===== config.mk =====
export PLATFORM = sky130hd
export DESIGN_NAME = mhpq_cell
export DESIGN_NICKNAME = d
export VERILOG_FILES = /design/src/rtl/max_heap_priority_queue_macros.svh /design/src/rtl/mhpq_pkg.sv /design/src/rtl/mhpq_cell.sv
export SDC_FILE = /design/constraint.sdc
export NUM_CORES = 1
export LEC_CHECK = 0
export ABC_AREA = 1
export BUFFER_PORTS_ARGS = -buffer_cell sky130_fd_sc_hd__buf_2
export CAP_MARGIN = 5
export CELL_PAD_IN_SITES_DETAIL_PLACEMENT = 0
export CELL_PAD_IN_SITES_GLOBAL_PLACEMENT = 1
export CORE_MARGIN = 1
export CORE_UTILIZATION = 34
export CTS_CLUSTER_DIAMETER = 200
export DETAILED_ROUTE_END_ITERATION = 16
export PLACE_DENSITY = 0.87
export SLEW_MARGIN = 0
export SYNTH_ARGS = -nofsm -noshare
export SYNTH_HDL_FRONTEND = slang
export SYNTH_SLANG_ARGS = --single-unit

===== constraint.sdc =====
create_clock -name i_clk -period 5.4 [get_ports i_clk]
set_clock_uncertainty 0.15 [all_clocks]
set_input_delay 0.27 -clock i_clk [delete_from_list [all_inputs] [get_ports i_clk]]
set_output_delay 0.27 -clock i_clk [all_outputs]
set_load 0.05 [all_outputs]

===== src/rtl/max_heap_priority_queue_macros.svh =====
// Assertion macros for the max-heap priority queue.
`ifndef MAX_HEAP_PRIORITY_QUEUE_MACROS_SVH
`define MAX_HEAP_PRIORITY_QUEUE_MACROS_SVH

// Same-cycle implication, clocked on i_clk, off while i_rst_n is low.
`define MHPQ_ASSERT_NOW(lbl, ante, cons, msg) \
    lbl: assert property (@(posedge i_clk) disable iff (!i_rst_n) (ante) |-> (cons)) \
        else $error(msg);

// Next-cycle implication, clocked on i_clk, off while i_rst_n is low.
`define MHPQ_ASSERT_NEXT(lbl, ante, cons, msg) \
    lbl: assert property (@(posedge i_clk) disable iff (!i_rst_n) (ante) |=> (cons)) \
        else $error(msg);

`endif


===== src/rtl/mhpq_pkg.sv =====
// Shared constants and types of the max-heap priority queue.
`timescale 1ns / 1ps

package mhpq_pkg;

    localparam int CAPACITY_DEF  = 64;
    localparam int KEY_WIDTH_DEF = 32;
    // Fill count width: holds 0 through CAPACITY.
    localparam int CNT_WIDTH_DEF = $clog2(CAPACITY_DEF + 1);

    // Operation codes of the mode field.
    localparam logic MODE_INSERT = 1'b0;
    localparam logic MODE_REMOVE = 1'b1;

    // Per-cycle command broadcast to every cell.
    typedef struct packed {
        logic ins;
        logic del;
    } t_cell_ctrl;

endpackage


===== src/rtl/mhpq_cell.sv =====
// One slot of the sorted key chain: holds a key, shifts or takes the new key.
`timescale 1ns / 1ps

module mhpq_cell
    import mhpq_pkg::*;
#(
    parameter int KEY_WIDTH = KEY_WIDTH_DEF
) (
    input  logic                 i_clk,
    input  t_cell_ctrl           i_ctrl,
    input  logic [KEY_WIDTH-1:0] i_key,
    input  logic                 i_occ,
    input  logic [KEY_WIDTH-1:0] i_left_key,
    input  logic                 i_left_keep,
    input  logic [KEY_WIDTH-1:0] i_right_key,
    output logic [KEY_WIDTH-1:0] o_key,
    output logic                 o_keep
);

    logic [KEY_WIDTH-1:0] r_key;
    logic [KEY_WIDTH-1:0] n_key;

    // Stay put on insert when holding a key no smaller than the new one.
    assign o_keep = i_occ && (r_key >= i_key);
    assign o_key  = r_key;

    always_comb begin
        n_key = r_key;
        if (i_ctrl.ins) begin
            if (!o_keep) begin
                n_key = i_left_keep ? i_key : i_left_key;
            end
        end else if (i_ctrl.del) begin
            n_key = i_right_key;
        end
    end

    always_ff @(posedge i_clk) begin
        r_key <= n_key;
    end

endmodule

==> qor.txt, run 1 <==
TritonCTS clock tree: yes
CP Class: reg2reg
largest net degree at the start of global routing: 35
Lkg Pwr: 1.73 nW
Hold WC Path Type: in2reg
worst-path cell chain: ha_1 -> nand2_1 -> inv_2 -> nand2_1 -> nand2_1 -> nor2_1 -> nand2_1 -> nand2_1 -> nand2_1 -> nand2_1 -> nand2_1 -> nand2_1 -> nand2_1 -> nand2_1 -> buf_4
clk root buf: clkbuf_8
remaining antenna violation count: 0
area grow syn2layout: 32.8%
Final period util: 48.1%
CTS Sinks: 32
max reg flops: 32
Final min period: 2.60 ns
crit path launch type: flop
crit path DAT: 2.39 ns
FMAX: 385 MHz
number of failing hold endpoints at the final stage: 0
Worst path slowest cell: edfxtp_1
power density over cell area: 240 nW/µm²
die area: 7650 µm²
Nets: 581
Max Slew Vio Count: 0
Worst Hold Endpoint: o_key[4]
deepest clock path buffer count: 2
Core Box Area: 6910 µm²
initial antenna violation count: 0
ys flop type: edfxtp_1
final WL: 6800 µm
post-synth top area share: 38.7%
layout cells sized above 1: 33.7%
Data required, critical path: 5.20 ns
Ys Warns: 0
I/O pin total: 134
Worst VDD drop: 0.0821 mV
crit-path max cell delay: 0.40 ns
EDFF count, synth: 32
dpl cell area: 3220 µm²
Initial Util: 36.0%
Starting DRT DRC Count: 92
H-Tree Depth: 2
top cells by area, synth: edfxtp_1 39%, ha_1 16%, nand2_1 9.8%
Syn Inst Count: 318
Cell variety after synth: 21
Die Height: 87.5 µm
Slew @ Worst Pin: 0.552 ns
reg2reg path depth: 15
commonest non-fill, non-tap cell in the layout: buf_2
Netlist Area Pre-Place: 2480 µm²
Wirelength per Cell: 12.5 µm
crit path capture type: flop
IO Port Bufs: 133
first-pass GRT wire length: 10,400 µm
most frequent cells in the layout: 133 x buf_2, 65 x nand2_1, 42 x inv_1
DRC viols: 0
Tot Pwr: 792 µW
Max-Cap Viols: 0
Hold Buf Count CTS: 0
dpl hpwl: 5420 µm
hold path depth: 3
CTS clock-pin slew for the worst setup and hold paths: 0.07 ns
grt ovf: 0
Critical R2R Capture: o_key[25]
worst r2r src: o_key[7]
unrepaired setup endpoints after global routing: no
total number of vias: 2,517
Fillers: 731
Slew headroom: 63.1%
fraction of registers with async set/reset: 0%
Fin Setup TNS: 0 ns
status: completed
RePlAce Congestion: 0.756
setup repair bufs after CTS: 0
reg-to-reg slack, setup: 2.80 ns
#FFs+latches synth: 32
DIE WIDTH: 87.5 µm
Seq/Total Area, Yosys: 38.7%
syn avg cell area: 7.81 µm²
most used cell, CP: nand2_1
Final Cell Area: 3300 µm²
# rows: 30
min-delay src: i_right_key[4]
Setup Viol. Count Final: 0
Num CTS Buffers: 5
Critical Path Fanout Max: 23
Via density: 4.63
Yosys top cell by area: edfxtp_1
post-CTS sizing: 0
number of detailed-route iterations in the first pass: 4
clock latency at the later pin of the worst-skew pair: 0.28 ns
GRT Total Usage: 18.0%
post-synth net total: 451
number of global-route vias before repair: 2,336
ANT cells: 0
## power by group
group	switching (mW)	internal, mW	leakage [nW]	total, mW
registers	0.0146	0.309	0.319	0.324
logic	0.206	0.0957	1.38	0.301
clock network	0.0827	0.0849	0.0391	0.168
total	0.303	0.490	1.73	0.792
## logic make-up (layout without fill, tap and decap cells)
logic type / after synthesis / count (layout) / synth area share [%]
AND/OR/NAND/NOR: 112 / 112 / 18.2
AO/OA/AOI/OAI: 86 / 86 / 17.8
buffers and inverters: 56 / 186 / 9.17
adder cells (fa/ha/maj): 32 / 32 / 16.1
flip-flops: 32 / 32 / 38.7
## worst max path at each step
stage / startpoint / end
finish: o_key[7] / o_key[25]
global route: o_key[5] / o_key[27]
CTS: o_key[7] / o_key[25]
detailed placement: i_key[5] / o_key[24]
global placement: i_key[25] / o_key[25]
floorplan: o_key[7] / o_key[0]
## stage by stage
step | util (%) | cells | worst slack (ns) | hold WS (ns)
after floorplan | - | 318 | 2.58 | 0.311
after global placement | 46.6 | 537 | 2.82 | 0.415
after detailed placement | 46.6 | 537 | 2.75 | 0.416
after CTS | 47.8 | 544 | 2.75 | 0.119
after global routing | 47.8 | 544 | 2.58 | 0.130
final | 47.8 | 544 | 2.80 | 0.128
## routing by layer
metal / wire length (µm) / global-route usage, %
met2: 3510 / 34.2
met4: 90 / 5.37
met1: 2890 / 20.4
met5: 0 / 0
met3: 302 / 3.22
## synth_stat cells, types with 2 or more instances
cell type / count
nand2_1: 65
o21a_1: 2
inv_1: 42
ha_1: 32
a21oi_1: 14
a21oi_2: 2
inv_2: 2
edfxtp_1: 32
nand2_2: 4
nand4_1: 3
clkbuf_1: 7
nor2_1: 36
nor2_2: 2
buf_2: 2
o21ai_1: 32
o21ai_0: 36
## final cells by class
| type | instances | area [µm²] | share of cell area, % |
|---|---|---|---|
| clock inverter | 2 | 7.51 | 0.228 |
| multi-input combinational | 230 | 1290 | 39.3 |
| inverter | 44 | 165 | 5.01 |
| tap | 96 | 120 | 3.64 |
| clock buffer | 5 | 68.8 | 2.09 |
| timing repair buffer | 135 | 681 | 20.6 |
| sequential | 32 | 961 | 29.1 |
## critical path: cells and delay by family (launching register included)
family,cells,cell delay (ns)
adder cells (fa/ha/maj),1,0.30
buffers and inverters,2,0.43
flip-flops,1,0.40
AND/OR/NAND/NOR,12,0.96
Power figures use the tool's default switching activity.
==> run 2, diff against run 1 <==
Settings changed: CORE_UTILIZATION 34 to 31, PLACE_DENSITY 0.87 to 0.81.
Clock period 5.4 ns to 2.4 ns, I/O delays scaled along.
==> run 2 against run 1 <==
The run now ends with hold timing left. Final cell count up 6.4%. Die area grew 9.5%. Sequential power increased by 120%. Combinational power increased by 140%. Sequential cell count is the same. Highest routed layer unchanged.
==> qor.txt, run 2 (synthesis gave the netlist of run 1 again) <==
total number of vias: 2,600 (+3.3%)
Final period util: 91.6%
most frequent cells in the layout: 133 x buf_2, 64 x nand2_1, 42 x inv_1
GRT Total Usage: 17.0% (-1.0 points)
layout cells sized above 1: 32.9% (-0.79 points)
sequential share of power: 37.0% (-3.8 points)
Wirelength per Cell: 12.3 µm (-1.6%)
initial antenna violation count: 0 (unchanged)
Max Slew Vio Count: 0 (unchanged)
Final min period: 2.20 ns
register area: 961 µm² (unchanged)
crit path capture type: primary output
min-delay src: i_right_key[29]
status: finished, violations left
GR Util met1: 20.2% (-0.25 points)
Setup Viol. Count Final: 0 (unchanged)
DRC viols: 0 (unchanged)
reg2reg path depth: 13 (-2)
commonest non-fill, non-tap cell in the layout: buf_2
area grow syn2layout: 47.2%
Nets: 609 (+4.8%)
Fin Setup TNS: 0 ns (unchanged)
deepest clock path buffer count: 2 (unchanged)
grt ovf: 0 (unchanged)
hold_ws: -0.00449 ns (-0.133 ns)
hold path depth: 3 (unchanged)
first-pass GRT wire length: 11,300 µm (+8.0%)
Fillers: 778 (+6.4%)
CP Class: reg2out
Slew @ Worst Pin: 0.570 ns (+0.0178 ns)
RePlAce Congestion: 0.807 (+6.7%)
proportion of power drawn by combinational gates: 37.4% (-0.6 points)
Worst Setup SP: o_key[22]
Worst VDD drop: 0.235 mV (+190%)
Critical Path Fanout Max: 2 (-91%)
Data required, critical path: 2.13 ns (-3.07 ns)
sw frac: 35.7% (-2.5 points)
Lkg Pwr: 1.89 nW (+8.7%)
power density over cell area: 538 nW/µm² (+120%)
crit path launch type: flop
GR peak layer: met2
largest net degree at the start of global routing: 34 (-2.9%)
number of detailed-route iterations in the first pass: 4 (unchanged)
multi-input logic area: 1300 µm² (+0.58%)
dpl hpwl: 5460 µm (+0.74%)
post-CTS sizing: 0 (unchanged)
H-Tree Depth: 2 (unchanged)
Clock power frac: 25.6% (+4.5 points)
# rows: 32 (+6.7%)
remaining antenna violation count: 0 (unchanged)
FMAX: 455 MHz
clk root buf: clkbuf_8
failing checks: hold timing
GR Util met2: 30.9% (-3.3 points)
TritonCTS clock tree: yes
P_int: 1.26 mW (+160%)
Hold WC Path Type: in2reg
CTS clock-pin slew for the worst setup and hold paths: 0.07 ns (about the same)
I/O pin total: 134 (unchanged)
crit path DAT: 1.93 ns (-0.46 ns)
global routing usage on met3: 3.10% (-0.12 points)
ANT cells: 0 (unchanged)
Max-Cap Viols: 0 (unchanged)
Core Box Area: 7730 µm² (+12%)
die area: 8370 µm² (+9.5%)
clock latency at the later pin of the worst-skew pair: 0.29 ns (about the same)
P_sw: 702 µW (+130%)
Initial Util: 32.1% (-3.8 points)
DIE WIDTH: 91.5 µm (+4.6%)
Num CTS Buffers: 5 (unchanged)
Via density: 4.49 (-2.9%)
Starting DRT DRC Count: 67 (-27%)
number of failing hold endpoints at the final stage: 2 (+2)
unrepaired setup endpoints after global routing: no
final WL: 7120 µm (+4.7%)
Die Height: 91.5 µm (+4.6%)
worst r2r src: o_key[3]
number of global-route vias before repair: 2,516 (+7.7%)
post-layout util: 47.3% (-0.46 points)
max reg flops: 32 (unchanged)
IO Port Bufs: 133 (unchanged)
Slew headroom: 61.9% (-1.2 points)
CTS Sinks: 32 (unchanged)
run 2: changes by cell type in the layout (fill, tap and decap cells not counted), sizes merged:
cell,change
bufinv,+1
dlygate4sd3,+25
buf,+3
clkinv,-1
clkbuf,+1
run 2: final timing paths:
path | end | slack [ns]
worst min-delay path | o_key[29] | -0.004
worst min register to register | o_key[7] | 1.20
worst max register to register | o_key[30] | 0.26
worst max-delay path | o_keep | 0.20
run 2: layer usage:
layer	routed length, µm	vias up
li1	-	1374
met1	3080	1139
met2	3540	80
met3	396	7
met4	104	0
met5	0	-
run 2: repair_timing:
action                                 CTS  global route
hold buffers                            25             0
endpoints found under the hold margin   25             0
setup buffers                            0             1
setup endpoints to repair                0             3
run 2: critical path: stages (launching register included):
cell	delay, ns
edfxtp_1	0.42
ha_1	0.30
nand2_1	0.07
nor2_2	0.12
nand4_1	0.16
nor2_4	0.11
nand2_1	0.06
nand2_1	0.05
nand2_1	0.06
inv_1	0.05
buf_2	0.26
run 2: cell type report:
cell class	count	area share, %
repair buffers	163	27.1
flip-flops and latches	32	26.3
well taps	102	3.49
multi-input cells	230	35.6
clock inverters	2	0.959
inverters	44	4.52
clock buffers	6	1.99
run 2: through the flow:
| step | instance area, µm² | power, mW | setup WS [ns] | std cells | hold WS [ns] |
|---|---|---|---|---|---|
| after detailed placement | 3280 | 1.44 | 0.166 | 545 | 0.260 |
| after CTS | 3630 | 1.97 | 0.149 | 578 | 0.000297 |
| after global placement | 3280 | 1.43 | 0.177 | 545 | 0.266 |
| after global routing | 3650 | 2.08 | 0.0422 | 579 | 0.0235 |
| after floorplan | 2490 | 1.20 | 0.0359 | 318 | 0.161 |
| final | 3650 | 1.97 | 0.203 | 579 | -0.00449 |
run 2: power by group through the flow:
stage          Sequential, mW  Clock (mW)  Combinational (mW)
3_3_place_gp            0.737           0               0.696
6_report                0.727       0.504               0.735
3_5_place_dp            0.739           0               0.698
5_1_grt                 0.734       0.532               0.810
4_1_cts                 0.727       0.514               0.734
2_1_floorplan           0.940           0               0.265
==> run 3, diff against run 2 <==
Settings changed: CORE_UTILIZATION 31 to 34, PLACE_DENSITY 0.81 to 0.87.
Clock period 2.4 ns to 2.8 ns, I/O delays scaled along.
==> run 3 against run 2 <==
The flow now finishes without violations. Via count is 0.81% lower. Utilization up 2.1 points. Sequential cell count unchanged. Sequential share of layout area rose by 1.9 points. Sequential power fell by 14%. Final cell count is 4.3% lower. Global-route usage is 1.6 points higher. Die area fell by 8.6%. Critical path depth is 1 higher. Critical endpoint is now o_key[18]. Largest power group is now sequential cells. Highest routed layer unchanged.
==> qor.txt, run 3 (synthesis gave the netlist of run 1 again) <==
Data required, critical path: 2.63 ns (+0.50 ns)
Setup Viol. Count Final: 0 (unchanged)
most frequent cells in the layout: 133 x buf_2, 64 x nand2_1, 42 x inv_1
Worst VDD drop: 0.203 mV (-14%)
GRT Total Usage: 18.7% (+1.6 points)
Max-Cap Viols: 0 (unchanged)
P_int: 956 µW (-24%)
remaining antenna violation count: 0 (unchanged)
crit path capture type: flop
dpl hpwl: 5480 µm (+0.37%)
deepest clock path buffer count: 2 (unchanged)
IO Port Bufs: 133 (unchanged)
CTS clock-pin slew for the worst setup and hold paths: 0.06 ns (about the same)
number of global-route vias before repair: 2,434 (-3.3%)
sw frac: 38.4% (+2.7 points)
Critical Path Fanout Max: 20 (+18)
post-CTS sizing: 0 (unchanged)
FMAX: 423 MHz
Num CTS Buffers: 5 (unchanged)
DIE WIDTH: 87.5 µm (-4.4%)
Fin Setup TNS: 0 ns (unchanged)
Starting DRT DRC Count: 107 (+60%)
commonest non-fill, non-tap cell in the layout: buf_2
first-pass GRT wire length: 10,800 µm (-4.1%)
CTS Sinks: 32 (unchanged)
number of failing hold endpoints at the final stage: 0 (-2)
status: completed
post-layout util: 49.4% (+2.1 points)
dpl cell area: 3240 µm² (-1.2%)
RePlAce Congestion: 0.788 (-2.3%)
layout cells sized above 1: 33.2% (+0.27 points)
Final Cell Area: 3410 µm² (-6.6%)
sequential share of power: 40.1% (+3.1 points)
I/O pin total: 134 (unchanged)
number of detailed-route iterations in the first pass: 4 (unchanged)
initial antenna violation count: 0 (unchanged)
max reg flops: 32 (unchanged)
clock latency at the later pin of the worst-skew pair: 0.28 ns (about the same)
Slew headroom: 61.7% (-0.26 points)
Max Slew Vio Count: 0 (unchanged)
DRC viols: 0 (unchanged)
Final period util: 84.3%
# rows: 30 (-6.3%)
unrepaired setup endpoints after global routing: no
power density over cell area: 455 nW/µm² (-15%)
Lkg Pwr: 1.78 nW (-5.6%)
Nets: 591 (-3.0%)
TritonCTS clock tree: yes
proportion of power drawn by combinational gates: 38.5% (+1.1 points)
Initial Util: 36.0% (+3.8 points)
Clock power frac: 21.4% (-4.2 points)
Via density: 4.66 (+3.7%)
Slew @ Worst Pin: 0.574 ns (+0.00390 ns)
area grow syn2layout: 37.4%
hold_ws: 0.00795 ns (+0.0124 ns)
crit path DAT: 2.20 ns (+0.27 ns)
largest net degree at the start of global routing: 35 (+2.9%)
Wirelength per Cell: 12.8 µm (+4.1%)
Tot Pwr: 1.55 mW (-21%)
die area: 7650 µm² (-8.6%)
clk root buf: clkbuf_8
grt ovf: 0 (unchanged)
Final min period: 2.36 ns
final WL: 7090 µm (-0.41%)
crit path launch type: flop
H-Tree Depth: 2 (unchanged)
CP Class: reg2reg
Hold WC Path Type: in2reg
Die Height: 87.5 µm (-4.4%)
Core Box Area: 6910 µm² (-11%)
P_sw: 596 µW (-15%)
ANT cells: 0 (unchanged)
total number of vias: 2,579 (-0.81%)
==> run 3: cell types whose count changed in the layout (fill, tap and decap cells not counted), sizes merged <==
cell | before | now
dlygate4sd3 | 25 | 10
buf | 138 | 135
bufinv | 1 | 0
clkbuf | 6 | 5
clkinv | 1 | 2
==> run 3: layout make-up <==
class,count,area (µm²)
Inverter,44,165
Tap cell,96,120
Multi-Input combinational cell,230,1300
Sequential cell,32,961
Timing Repair Buffer,145,793
Fill cell,744,3490
Clock buffer,5,68.8
Clock inverter,2,7.51
==> run 3: power by group through the flow <==
stage / Clock [mW] / Combinational (mW) / Sequential, mW
final: 0.332 / 0.598 / 0.622
after global placement: 0 / 0.586 / 0.630
after CTS: 0.341 / 0.605 / 0.624
after global routing: 0.354 / 0.660 / 0.629
after floorplan: 0 / 0.226 / 0.806
after detailed placement: 0 / 0.592 / 0.634
==> run 3: path summary, 6_finish.rpt <==
kind	to	slack (ns)	from	cells after the start
hold reg to reg	o_key[2]	1.19	o_key[31]	9
setup reg to reg	o_key[18]	0.44	o_key[11]	11
setup / recovery	o_key[18]	0.44	o_key[11]	11
hold / removal	o_key[13]	0.008	i_right_key[13]	3
==> run 3: routing by layer <==
metal	vias up	part of all wire, %	GRT usage, %	routed length (µm)
met5	-	0	0	0
met4	0	1.5	7.00	108
met3	6	4.2	3.60	300
met2	69	53	35.5	3750
met1	1168	41	20.2	2940
li1	1336	-	-	-
==> run 3: stage by stage <==
step	instances	setup WS, ns
5_1_grt	554	0.237
4_1_cts	554	0.386
3_3_place_gp	537	0.451
3_5_place_dp	537	0.406
6_report	554	0.439
2_1_floorplan	318	0.270
==> run 3: repair_timing <==
action,4_1_cts,5_1_grt
hold endpoints to repair,10,0
buffers inserted,0,0
hold buffers,10,0
==> run 3: worst max-delay path: stages (launching register included) <==
cell      delay (ns)
edfxtp_1        0.39
ha_1            0.32
a21oi_1         0.13
o21ai_0         0.13
a21oi_2         0.15
nand2_1         0.06
nand2_1         0.05
nand2_1         0.04
nand2_1         0.07
nand2_1         0.06
nand2_2         0.29
buf_12          0.22
